$ cat src/hdl/word_clock_phrase_indices_assert.svh
// assertion macros shared by the word clock phrase rtl
// no dependencies; files that assert include this header by name
`ifndef WORD_CLOCK_PHRASE_INDICES_ASSERT_SVH
`define WORD_CLOCK_PHRASE_INDICES_ASSERT_SVH

`ifndef SYNTH
// checked on aclk, quiet while aresetn is low
`define WCPI_ASSERT(lbl, prop, msg) \
    lbl: assert property (@(posedge aclk) disable iff (!aresetn) prop) else $error(msg);
// checked on aclk at every edge, reset included
`define WCPI_ASSERT_ALWAYS(lbl, prop, msg) \
    lbl: assert property (@(posedge aclk) prop) else $error(msg);
`else
`define WCPI_ASSERT(lbl, prop, msg)
`define WCPI_ASSERT_ALWAYS(lbl, prop, msg)
`endif

`endif

$ cat src/hdl/wcpi_pkg.sv
// types, word tables and helpers for the word clock phrase builder
// no dependencies; used by wcpi_phrase and word_clock_phrase_indices
`timescale 1ns / 1ps

package wcpi_pkg;

    localparam int MaxWords = 7;

    typedef logic [5:0] word_t;   // two's complement, all ones means no word

    typedef struct packed {
        word_t [MaxWords-1:0] words;
        logic  [2:0]          len;
    } phrase_t;

    // configuration register indexes
    localparam logic CFG_LANGUAGE  = 1'b0;
    localparam logic CFG_SAY_INTRO = 1'b1;

    // language codes
    localparam logic LANG_CATALAN = 1'b0;
    localparam logic LANG_SPANISH = 1'b1;

    localparam word_t NO_WORD = 6'h3F;

    localparam word_t CAT_HOUR_WORD [12] = '{6'd20, 6'd14, 6'd16, 6'd17, 6'd19, 6'd27,
                                            6'd23, 6'd18, 6'd21, 6'd22, 6'd24, 6'd15};
    localparam word_t CAS_HOUR_WORD [12] = '{6'd15, 6'd4, 6'd5, 6'd6, 6'd7, 6'd8,
                                            6'd9, 6'd10, 6'd11, 6'd12, 6'd13, 6'd14};
    localparam word_t CAS_MIN_WORD [12]  = '{NO_WORD, 6'd21, 6'd19, 6'd23, 6'd18, 6'd20,
                                            6'd22, 6'd20, 6'd18, 6'd23, 6'd19, 6'd21};
    localparam word_t CAT_QART_ART [4]   = '{NO_WORD, 6'd2, 6'd3, 6'd5};
    localparam word_t CAT_QART_WORD [4]  = '{NO_WORD, 6'd7, 6'd8, 6'd8};
    localparam word_t CAT_STEP_WORD [3]  = '{6'd9, NO_WORD, 6'd10};
    localparam word_t CAT_STEP_FIVE [3]  = '{6'd11, NO_WORD, 6'd11};
    localparam word_t CAT_MISC [7]       = '{6'd1, 6'd4, NO_WORD, 6'd13, 6'd12, NO_WORD,
                                            6'd0};
    localparam word_t CAT_HSTEP_WORD [3] = '{6'd25, NO_WORD, 6'd26};
    localparam word_t CAT_HSTEP_FIVE [3] = '{6'd27, NO_WORD, 6'd27};
    localparam word_t CAS_AND_LESS [2]   = '{6'd16, 6'd17};
    localparam word_t CAS_MISC [4]       = '{6'd0, 6'd1, 6'd2, 6'd3};

    // reduce a value below 36 modulo 12
    function automatic logic [3:0] mod12(input logic [5:0] v);
        logic [5:0] t;
        begin
            t = (v >= 6'd24) ? v - 6'd24 : v;
            t = (t >= 6'd12) ? t - 6'd12 : t;
            mod12 = t[3:0];
        end
    endfunction

    // reduce a value below 120 modulo 60
    function automatic logic [5:0] mod60(input logic [6:0] v);
        logic [6:0] t;
        begin
            t = (v >= 7'd60) ? v - 7'd60 : v;
            mod60 = t[5:0];
        end
    endfunction

endpackage

$ cat src/hdl/wcpi_phrase.sv
// combinational phrase builder: hour and minute to an ordered word list
// depends on wcpi_pkg
`timescale 1ns / 1ps

module wcpi_phrase (
    input  logic [4:0]       hour,
    input  logic [5:0]       minute,
    input  logic             language,
    input  logic             say_intro,
    output wcpi_pkg::phrase_t phrase
);
    import wcpi_pkg::*;

    // catalan
    logic [6:0] cat_sum;
    logic [5:0] cat_adv;
    logic [1:0] cat_q;
    logic [5:0] cat_rem;
    logic [1:0] cat_c;
    logic       cat_bump;
    logic [3:0] cat_h;
    logic [3:0] cat_hn;

    // spanish
    logic [5:0]  cas_m;
    logic [9:0]  cas_prod;
    logic [3:0]  cas_r;
    logic        cas_late;
    logic [3:0]  cas_h;

    word_t      body [6];
    logic [2:0] body_len;
    word_t      intro_word;

    always_comb begin
        cat_sum = {1'b0, minute} + 7'd5;
        cat_adv = mod60(cat_sum);
        if (cat_adv >= 6'd45) begin
            cat_q = 2'd3;
            cat_rem = cat_adv - 6'd45;
        end else if (cat_adv >= 6'd30) begin
            cat_q = 2'd2;
            cat_rem = cat_adv - 6'd30;
        end else if (cat_adv >= 6'd15) begin
            cat_q = 2'd1;
            cat_rem = cat_adv - 6'd15;
        end else begin
            cat_q = 2'd0;
            cat_rem = cat_adv;
        end
        cat_c = (cat_rem >= 6'd10) ? 2'd2 : ((cat_rem >= 6'd5) ? 2'd1 : 2'd0);
        cat_bump = (cat_q == 2'd0) && (cat_c != 2'd2) && (minute > 6'd45);
        cat_h = mod12({1'b0, hour} + {5'd0, cat_bump});
        cat_hn = (cat_h == 4'd11) ? 4'd0 : cat_h + 4'd1;
    end

    always_comb begin
        cas_m = mod60({1'b0, minute});
        // divide by five: 13/64 is exact for values below 60
        cas_prod = {4'd0, cas_m} * 10'd13;
        cas_r = cas_prod[9:6];
        cas_late = cas_r > 4'd6;
        cas_h = mod12({1'b0, hour} + {5'd0, cas_late});
    end

    always_comb begin
        for (int i = 0; i < 6; i++) begin
            body[i] = NO_WORD;
        end
        body_len = 3'd0;
        intro_word = NO_WORD;
        if (language == LANG_CATALAN) begin
            intro_word = CAT_MISC[6];
            if (cat_q == 2'd0) begin
                body[0] = (cat_h == 4'd1) ? CAT_MISC[0] : CAT_MISC[1];
                if (cat_c == 2'd1) begin
                    body[1] = CAT_HOUR_WORD[cat_h];
                    body[2] = CAT_MISC[2];
                    body_len = 3'd3;
                end else begin
                    // five o'clock takes its own form before the step words
                    body[1] = (cat_h == 4'd5) ? CAT_STEP_FIVE[0] : CAT_HOUR_WORD[cat_h];
                    body[2] = CAT_HSTEP_WORD[cat_c];
                    body[3] = CAT_HSTEP_FIVE[cat_c];
                    body_len = 3'd4;
                end
            end else begin
                body[0] = CAT_QART_ART[cat_q];
                body[1] = CAT_QART_WORD[cat_q];
                body[2] = CAT_STEP_WORD[cat_c];
                body[3] = CAT_STEP_FIVE[cat_c];
                body[4] = (cat_hn == 4'd1 || cat_hn == 4'd11) ? CAT_MISC[3] : CAT_MISC[4];
                body[5] = CAT_HOUR_WORD[cat_hn];
                body_len = 3'd6;
            end
        end else begin
            intro_word = (cas_h == 4'd1) ? CAS_MISC[0] : CAS_MISC[1];
            body[0] = (cas_h == 4'd1) ? CAS_MISC[2] : CAS_MISC[3];
            body[1] = CAS_HOUR_WORD[cas_h];
            if (cas_r != 4'd0) begin
                body[2] = CAS_AND_LESS[cas_late];
                body[3] = CAS_MIN_WORD[cas_r];
                body_len = 3'd4;
            end else begin
                body_len = 3'd2;
            end
        end
    end

    always_comb begin
        for (int i = 0; i < MaxWords; i++) begin
            if (say_intro) begin
                if (i == 0) begin
                    phrase.words[i] = intro_word;
                end else begin
                    phrase.words[i] = body[i-1];
                end
            end else if (i < 6) begin
                phrase.words[i] = body[i];
            end else begin
                phrase.words[i] = NO_WORD;
            end
        end
        phrase.len = body_len + {2'd0, say_intro};
    end

endmodule

$ cat src/hdl/word_clock_phrase_indices.sv
// top level of the word clock phrase builder: stream ports, config, word serializer
// depends on wcpi_pkg, wcpi_phrase and word_clock_phrase_indices_assert.svh
`timescale 1ns / 1ps

// Word clock phrase builder. Each input transaction carries an hour (0..23, taken
// modulo 12) and a minute; the block answers with 2 to 7 output transactions, one
// panel word index each, in reading order, with tlast on the final word. An index of
// -1 (all ones) means no word and is sent like any other. Register 0 selects the
// language (0 Catalan, 1 Spanish), register 1 adds the leading "it is" word; write
// them only while the block is idle. Timing: an accepted time is held in an input
// register, the whole phrase is built combinationally from it and loaded into a
// phrase register, which then emits one word per cycle while m_tready is high.
// The output port is the limit. The next time is taken and its phrase prepared
// while the current phrase is still draining, so phrases follow one another with
// no gap.

module word_clock_phrase_indices (
    input  logic        aclk,
    input  logic        aresetn,
    // config write port
    input  logic        cfg_we,
    input  logic        cfg_addr,
    input  logic        cfg_wdata,
    // input stream
    input  logic        s_tvalid,
    output logic        s_tready,
    input  logic [15:0] s_tdata,    // [4:0] hour, [10:5] minute, rest zero
    // output stream
    output logic        m_tvalid,
    input  logic        m_tready,
    output logic [7:0]  m_tdata,    // [5:0] word_index (signed), rest zero
    output logic        m_tlast     // last word of the phrase
);
    import wcpi_pkg::*;

    `include "word_clock_phrase_indices_assert.svh"

    // configuration registers
    logic language_reg;
    logic say_intro_reg;

    // input register
    logic       in_valid_reg;
    logic [4:0] hour_reg;
    logic [5:0] minute_reg;

    // phrase register and read pointer
    phrase_t    phrase;
    phrase_t    ph_reg;
    logic       ph_valid_reg;
    logic [2:0] ph_idx_reg;
    logic [2:0] ph_idx_next;

    logic s_accept;
    logic pop;
    logic done;
    logic load;
    logic is_last;

    always_ff @(posedge aclk) begin
        if (!aresetn) begin
            language_reg <= LANG_CATALAN;
            say_intro_reg <= 1'b1;
        end else if (cfg_we) begin
            case (cfg_addr)
                CFG_LANGUAGE:  language_reg <= cfg_wdata;
                CFG_SAY_INTRO: say_intro_reg <= cfg_wdata;
                default:       ;
            endcase
        end
    end

    wcpi_phrase u_phrase (
        .hour      (hour_reg),
        .minute    (minute_reg),
        .language  (language_reg),
        .say_intro (say_intro_reg),
        .phrase    (phrase)
    );

    // handshake bookkeeping
    assign is_last  = (ph_idx_reg == ph_reg.len - 3'd1);
    assign pop      = m_tvalid && m_tready;
    assign done     = pop && is_last;
    // the built phrase moves over once the phrase register is free or draining its last word
    assign load     = in_valid_reg && (!ph_valid_reg || done);
    assign s_tready = !in_valid_reg || load;
    assign s_accept = s_tvalid && s_tready;
    assign ph_idx_next = ph_idx_reg + 3'd1;

    always_ff @(posedge aclk) begin
        if (!aresetn) begin
            in_valid_reg <= 1'b0;
        end else if (s_accept) begin
            in_valid_reg <= 1'b1;
        end else if (load) begin
            in_valid_reg <= 1'b0;
        end
    end

    always_ff @(posedge aclk) begin
        if (s_accept) begin
            hour_reg   <= s_tdata[4:0];
            minute_reg <= s_tdata[10:5];
        end
    end

    always_ff @(posedge aclk) begin
        if (!aresetn) begin
            ph_valid_reg <= 1'b0;
            ph_idx_reg   <= 3'd0;
        end else if (load) begin
            ph_valid_reg <= 1'b1;
            ph_idx_reg   <= 3'd0;
        end else if (done) begin
            ph_valid_reg <= 1'b0;
            ph_idx_reg   <= 3'd0;
        end else if (pop) begin
            ph_idx_reg   <= ph_idx_next;
        end
    end

    always_ff @(posedge aclk) begin
        if (load) begin
            ph_reg <= phrase;
        end
    end

    // output side, straight from the phrase register
    assign m_tvalid = ph_valid_reg;
    assign m_tdata  = {2'b00, ph_reg.words[ph_idx_reg]};
    assign m_tlast  = is_last;

    `WCPI_ASSERT(a_idx_in_phrase, m_tvalid |-> (ph_idx_reg < ph_reg.len), "word pointer past phrase end")
    `WCPI_ASSERT(a_len_range, m_tvalid |-> (ph_reg.len >= 3'd2 && ph_reg.len <= 3'd7), "bad phrase length")
    `WCPI_ASSERT(a_phrase_continues, (pop && !m_tlast) |=> m_tvalid, "phrase dropped before its last word")
    `WCPI_ASSERT(a_accept_held, s_accept |=> in_valid_reg, "accepted time lost")
    `WCPI_ASSERT_ALWAYS(a_reset_idle, !aresetn |=> (!m_tvalid && !in_valid_reg), "busy after reset")

endmodule
$ cat config.mk
export PLATFORM = sky130hd
export DESIGN_NAME = word_clock_phrase_indices
export DESIGN_NICKNAME = d
export VERILOG_FILES = /design/src/hdl/wcpi_pkg.sv /design/src/hdl/wcpi_phrase.sv /design/src/hdl/word_clock_phrase_indices.sv
export VERILOG_INCLUDE_DIRS = /design/src /design/src/hdl
export SDC_FILE = /design/constraint.sdc
export NUM_CORES = 1
export LEC_CHECK = 0
export BUFFER_PORTS_ARGS = -buffer_cell sky130_fd_sc_hd__buf_2
export CELL_PAD_IN_SITES_DETAIL_PLACEMENT = 1
export CELL_PAD_IN_SITES_GLOBAL_PLACEMENT = 1
export CORE_MARGIN = 2
export CORE_UTILIZATION = 48
export DETAILED_ROUTE_END_ITERATION = 12
export GPL_TIMING_DRIVEN = 0
export HOLD_SLACK_MARGIN = 0.08
export PLACE_DENSITY = 0.84
export SYNTH_ARGS = -nofsm -noshare
export SYNTH_HDL_FRONTEND = slang
export SYNTH_SLANG_ARGS = --single-unit
$ cat constraint.sdc
create_clock -name aclk -period 17.9 [get_ports aclk]
set_input_delay 1.79 -clock aclk [delete_from_list [all_inputs] [get_ports aclk]]
set_output_delay 1.79 -clock aclk [all_outputs]
set_load 0.03 [all_outputs]
**After elaboration in Yosys (flattened, before gate mapping)**

Memories as Yosys holds them, arrays and structs flattened.
Index checks and enable logic that the tools add are counted.

- Add/subtract/negate cells: 16
- $mul: 1
- Div/mod/pow operators: 0
- Order comparisons: 21
- Equality and inequality tests: 9
- Shift-type cells: 0
- Muxes and demuxes: 73
- Bitwise operators: 9
- Reductions and logical operators: 18

Operators with widths:

| operator | number |
|---|---|
| $mux W6 | 39 |
| $bmux W6 S2 | 6 |
| $mux W12 | 4 |
| $mux W24 | 2 |
| $ge A6 B4 Y1 const B | 4 |
| $ge A5 B5 Y1 const B | 4 |
| $not A4 Y5 | 4 |
| $bmux W6 S3 | 1 |
| $ge A6 B5 Y1 const B | 3 |
| $sub A6 B5 Y6 const B | 3 |
| $sub A6 B6 Y6 const B | 3 |
| $mux W3 | 5 |
| $add A5 B1 Y6 | 2 |
| $eq A4 B1 Y1 const B | 3 |
| $ge A6 B6 Y1 const B | 2 |
| $mux W4 | 3 |
| $mul A6 B4 Y10 const B | 1 |
| $mux W1 | 10 |
| $eq A4 B4 Y1 const B | 2 |
| $sub A4 B4 Y4 const B | 2 |
| $add A6 B3 Y7 const B | 1 |
| $ge A7 B6 Y1 const B | 1 |
| $ge A3 B3 Y1 const B | 2 |
| $ge A6 B3 Y1 const B | 1 |
| other kinds (25) | 39 |

- Register bits after elaboration: 63
- Latch bits: 0
- Bits in writable memories: 0
- Bits in read-only memories: 384
- Output and inout bits: 11
- Logic and storage cells: 166
- Memories: 4

Memory list:

| memory | depth | width | rd ports | clocked after Yosys merged registers in | write ports | RTL line | text |
|---|---|---|---|---|---|---|---|
| (no name shown) | 16 | 6 | 1 | 0 | 0 | wcpi_phrase.sv:93 | `body[5] = CAT_HOUR_WORD[cat_hn];` |
| (no name shown) | 16 | 6 | 1 | 0 | 0 | wcpi_phrase.sv:99 | `body[1] = CAS_HOUR_WORD[cas_h];` |
| (no name shown) | 16 | 6 | 1 | 0 | 0 | wcpi_phrase.sv:102 | `body[3] = CAS_MIN_WORD[cas_r];` |
| (no name shown) | 16 | 6 | 1 | 0 | 0 | wcpi_phrase.sv:77 | `body[1] = CAT_HOUR_WORD[cat_h];` |

**Depth between registers and ports, before layout**

- Word-level depth: 27
- Gate-level depth with buffers: 37
- Depth with buffers taken out: 35

**Hierarchy**

From an unflattened synthesis, not the netlist that was laid out.

- Cell total of the unflattened synthesis: 571
- Area total of the unflattened synthesis: 5363.9 um^2

By module, submodules not included:

| module | times used | cells each | area an instance (um^2) | seq. area each (um^2) |
|---|---|---|---|---|
| wcpi_phrase | 1 | 430 | 2930.3 | 0.0 |
| word_clock_phrase_indices | 1 | 141 | 2433.6 | 1821.7 |

**Worst setup path before layout**

Ideal clock, no wire load.

- Kind: register to register
- From: register minute_reg[1]
- To: register ph_reg[39] (netlist name), data pin
- Setup time: 0.265 ns
- Arrival: 6.944 ns
- Required time: 17.635 ns
- Slack: 10.691 ns
- Cell stages (with the launch flop): 33
- Path through: edfxtp_1 a21oi_1 xnor2_1 ha_1 a21oi_1 nor3_1 a21oi_1 or2_2 nand2_1 ha_1 a32o_1 a31o_4 o22ai_1 inv_1 ha_1 buf_2 nand2_1 a2111oi_0 ha_1 ha_1 nand2_1 nand2_1 xor2_1 o21ai_0 ha_1 nand4_1 o21ai_0 a21o_1 a221oi_1 xnor2_1 o22ai_1 o21ai_0 or3_1

- Longest elaborated chain between the ends: 26
- Elaborated cells on any way between the ends: 41

RTL lines:

| item | RTL line | text |
|---|---|---|
| start, declared | word_clock_phrase_indices.sv:45 | `logic [5:0] minute_reg;` |
| start signal, assigned | word_clock_phrase_indices.sv:104 | `minute_reg <= s_tdata[10:5];` |
| $add A6 B3 Y7 | wcpi_phrase.sv:36 | `cat_sum = {1'b0, minute} + 7'd5;` |
| $sub A6 B6 Y6 / $ge A7 B6 Y1 (equally long branches) | wcpi_pkg.sv:57 | `t = (v >= 7'd60) ? v - 7'd60 : v;` |
| $mux W6 | wcpi_pkg.sv:57 |  |
| $sub A6 B4 Y6 / $ge A6 B4 Y1 (equally long branches) | wcpi_phrase.sv:46, wcpi_phrase.sv:44 |  |
| $mux W6 | wcpi_phrase.sv:44 | `end else if (cat_adv >= 6'd15) begin` |
| $mux W6 | wcpi_phrase.sv:41 | `end else if (cat_adv >= 6'd30) begin` |
| $mux W6 | wcpi_phrase.sv:38 | `if (cat_adv >= 6'd45) begin` |
| $ge A6 B3 Y1 | wcpi_phrase.sv:51 | `cat_c = (cat_rem >= 6'd10) ? 2'd2 : ((cat_rem >= 6'd5) ? 2'd1 : 2'd0);` |
| [... 9 more ...] | n/a |  |
| $mux W4 | wcpi_pkg.sv:48 | `t = (t >= 6'd12) ? t - 6'd12 : t;` |
| $add A4 B1 Y4 / $eq A4 B4 Y1 (equally long branches) | wcpi_phrase.sv:54 | `cat_hn = (cat_h == 4'd11) ? 4'd0 : cat_h + 4'd1;` |
| $mux W4 | wcpi_phrase.sv:54 |  |
| $not A4 Y5 (implied by the code) | wcpi_phrase.sv:93 |  |
| $mem_v2 Z16 W6 | n/a |  |
| $mux W6 (implied by the code) (2 in a row) | wcpi_phrase.sv:93 |  |
| $mux W12 * | wcpi_phrase.sv:74 | `if (cat_q == 2'd0) begin` |
| $mux W12 * | wcpi_phrase.sv:72 | `if (language == LANG_CATALAN) begin` |
| end signal, assigned | word_clock_phrase_indices.sv:125 | `ph_reg <= phrase;` |
| end, declared | word_clock_phrase_indices.sv:49 | `phrase_t ph_reg;` |

Mark *: on every way between the ends. The rest lies on a longest branch, timed or not. The select of a mux whose other input is x is not followed.
A chain may end at the register's enable or synchronous reset.

==> out/metrics.cfg <==
[synth]
synth_flop_cell=edfxtp_1
yosys.area.top_type=edfxtp_1
yosysSeqAreaShare=0.325
synth_edf_count=52
yosys.area.top_type_share=0.298
synth_area_sq_um=5240
synth_area_leaders=edfxtp_1, ha_1, a21oi_1
syn-mean-instance-area_sq_um=8.96
ys_types=79
yosys_warnings=0
ys_ff_latch=59
syn_inst=584
async_reset_ff_frac=0

[layout]
final_common_cell=edfxtp_1
syn2layout_area_growth_pct=11.0
n_antenna_cell=0
drive_gt1_frac=0.129
finalNetCount=695
largest_register_ffs=41
final_cell_mix=edfxtp_1, nor2_1, nand2_1, ha_1, a21oi_1

[clock_tree]
cts-root-buf=clkbuf_8
clk_pin_slew_ns=0.07
cts_max_path_buffers=2
cts.htree.levels=3
cts_hold_buf=0
clock-sinks=59
clk_latency_ns=0.36
cts_tree=built
cts_setup_buffers=0
numCtsBuffers=9
ctsResizeCount=0

[detailed_routing]
first_iter_violations=266
routed-via-count=4660
route.layer.met1.wl_um=6230
routed_wl_um=14700
vias_per_cell=6.07
routed-wl-met3_um=672
wire_per_inst_um=19.2
highest_layer=met4
detail-route-antenna-nets=0
drtPass1Iterations=5
drc=0
dr_wl_met2_um=7600

[power_and_ir_drop]
power_uw=546
ir_drop_uv=46.6
powerDensity_nw_per_um2=94.0
p_leak_uw=0.00232

[timing]
setup_viol=0
drv_slew=0
holdWs_ns=0.584
fin_ws_ns=8.66
fmax_ghz=0.108
period_minus_slack_ns=9.24
relSlewSlack=0.426
fin_crit_sh=0.516
tightest_slew_ns=0.861
skew_ns=0.0101
finalHoldViolations=0
rsz0062_at_grt=false
setup_tns_ns=0

[global_routing]
first_global_vias=4787
grt.overflow.total=0
grt_pass1_wl_um=24100
grt_max_degree=40
grtUsageTotal=0.265
antenna_found_initial=0

[setup_path]
critical_path_class=reg2reg
worstPathArrival_ns=9.30
cp_max_fo=10
r2r_setup_slack_ns=8.66
critPathCaptureType=flip-flop
start_kind=flip-flop
path_common_cell=ha_1
r2r_end=ph_reg[37]
cpMaxStageDelayCell=a221oi_1
cp.required_ns=17.97
slowest_delay_ns=0.72
reg2reg_from=minute_reg[1]
ff2ff_path_depth=33

[placed_design]
hpwl_um=11100
io_buffers=26
gp_congestion=0.924
place_ws_ns=8.91

[status]
outcome=finished clean

[run]
max_cap_viol_count=0

[die]
die_h_um=108
start_util=0.487
io_pins=34
core_sq_um=10700
core.rowCount=38
die_x_um=108
dieArea_sq_um=11800

[min_path]
worstHoldStart=in_valid_reg
hold_depth=2
whs_endpoint=in_valid_reg
min_path_type=reg2reg

[power by group]
part	internal, uW	leakage, uW	switching, uW
Clock	92.2	0.000117	60.0
Sequential	169	0.000536	5.18
Combinational	81.6	0.00167	138
Total	342	0.00232	204
[critical path, delay by kind of cell (launching register included)]
kind            cells  cell delay, ns
flops               1            0.52
fa+ha+maj           7            2.22
buf+inv             4            0.87
xor+xnor            2            0.42
simple gates        7            0.94
compound gates     13            3.97
[through the flow]
step	std cells	utilization	instance area [sq um]
final	768	0.541	5810
after global routing	768	0.541	5810
after CTS	768	0.541	5810
after detailed placement	752	0.519	5570
after global placement	751	0.516	5540
after floorplan	585	-	5240
[worst max-delay path by stage]
stage / slack [ns] / start / endpoint / cells past startpoint
3_3_place_gp: 9.33 / minute_reg[1] / ph_reg[37] / 32
5_1_grt: 8.06 / minute_reg[1] / ph_reg[27] / 34
4_1_cts: 8.84 / minute_reg[1] / ph_reg[37] / 32
3_5_place_dp: 8.91 / minute_reg[1] / ph_reg[37] / 32
6_report: 8.66 / minute_reg[1] / ph_reg[37] / 33
2_1_floorplan: 10.69 / minute_reg[1] / ph_reg[39] / 32
[metal layers]
metal  GRT usage  vias up
li1            -     2224
met1       0.320     2294
met2       0.483      118
met3      0.0524       24
met4      0.0641        0
met5           0        -
[kinds of logic after synthesis]
logic type                 synth area share
adders and majority gates             0.120
buffers and inverters                0.0562
other                              0.000716
AOI/OAI and AO/OA                     0.216
muxes                                0.0562
DFF                                   0.325
xor gates and xnor gates             0.0500
and+or+nand+nor                       0.176
[synth_stat cells, drive strengths merged, types with 12 or more instances]
| library cell | n |
|---|---|
| mux2i | 17 |
| inv | 31 |
| clkbuf | 21 |
| xor2 | 12 |
| nor2 | 51 |
| buf | 13 |
| o21ai | 36 |
| edfxtp | 52 |
| nand3 | 23 |
| nand2 | 48 |
| ha | 47 |
| nor3 | 12 |
| xnor2 | 17 |
| a21oi | 44 |
[cell type report]
| type | count | area [sq um] |
|---|---|---|
| timing repair buffer | 27 | 150 |
| clock inverter | 7 | 115 |
| multi-input combinational | 459 | 3250 |
| buffer | 34 | 165 |
| fill | 1291 | 4930 |
| clock buffer | 9 | 124 |
| tap | 140 | 175 |
| inverter | 33 | 129 |
| sequential | 59 | 1700 |
(Power assumes the default switching activity.)
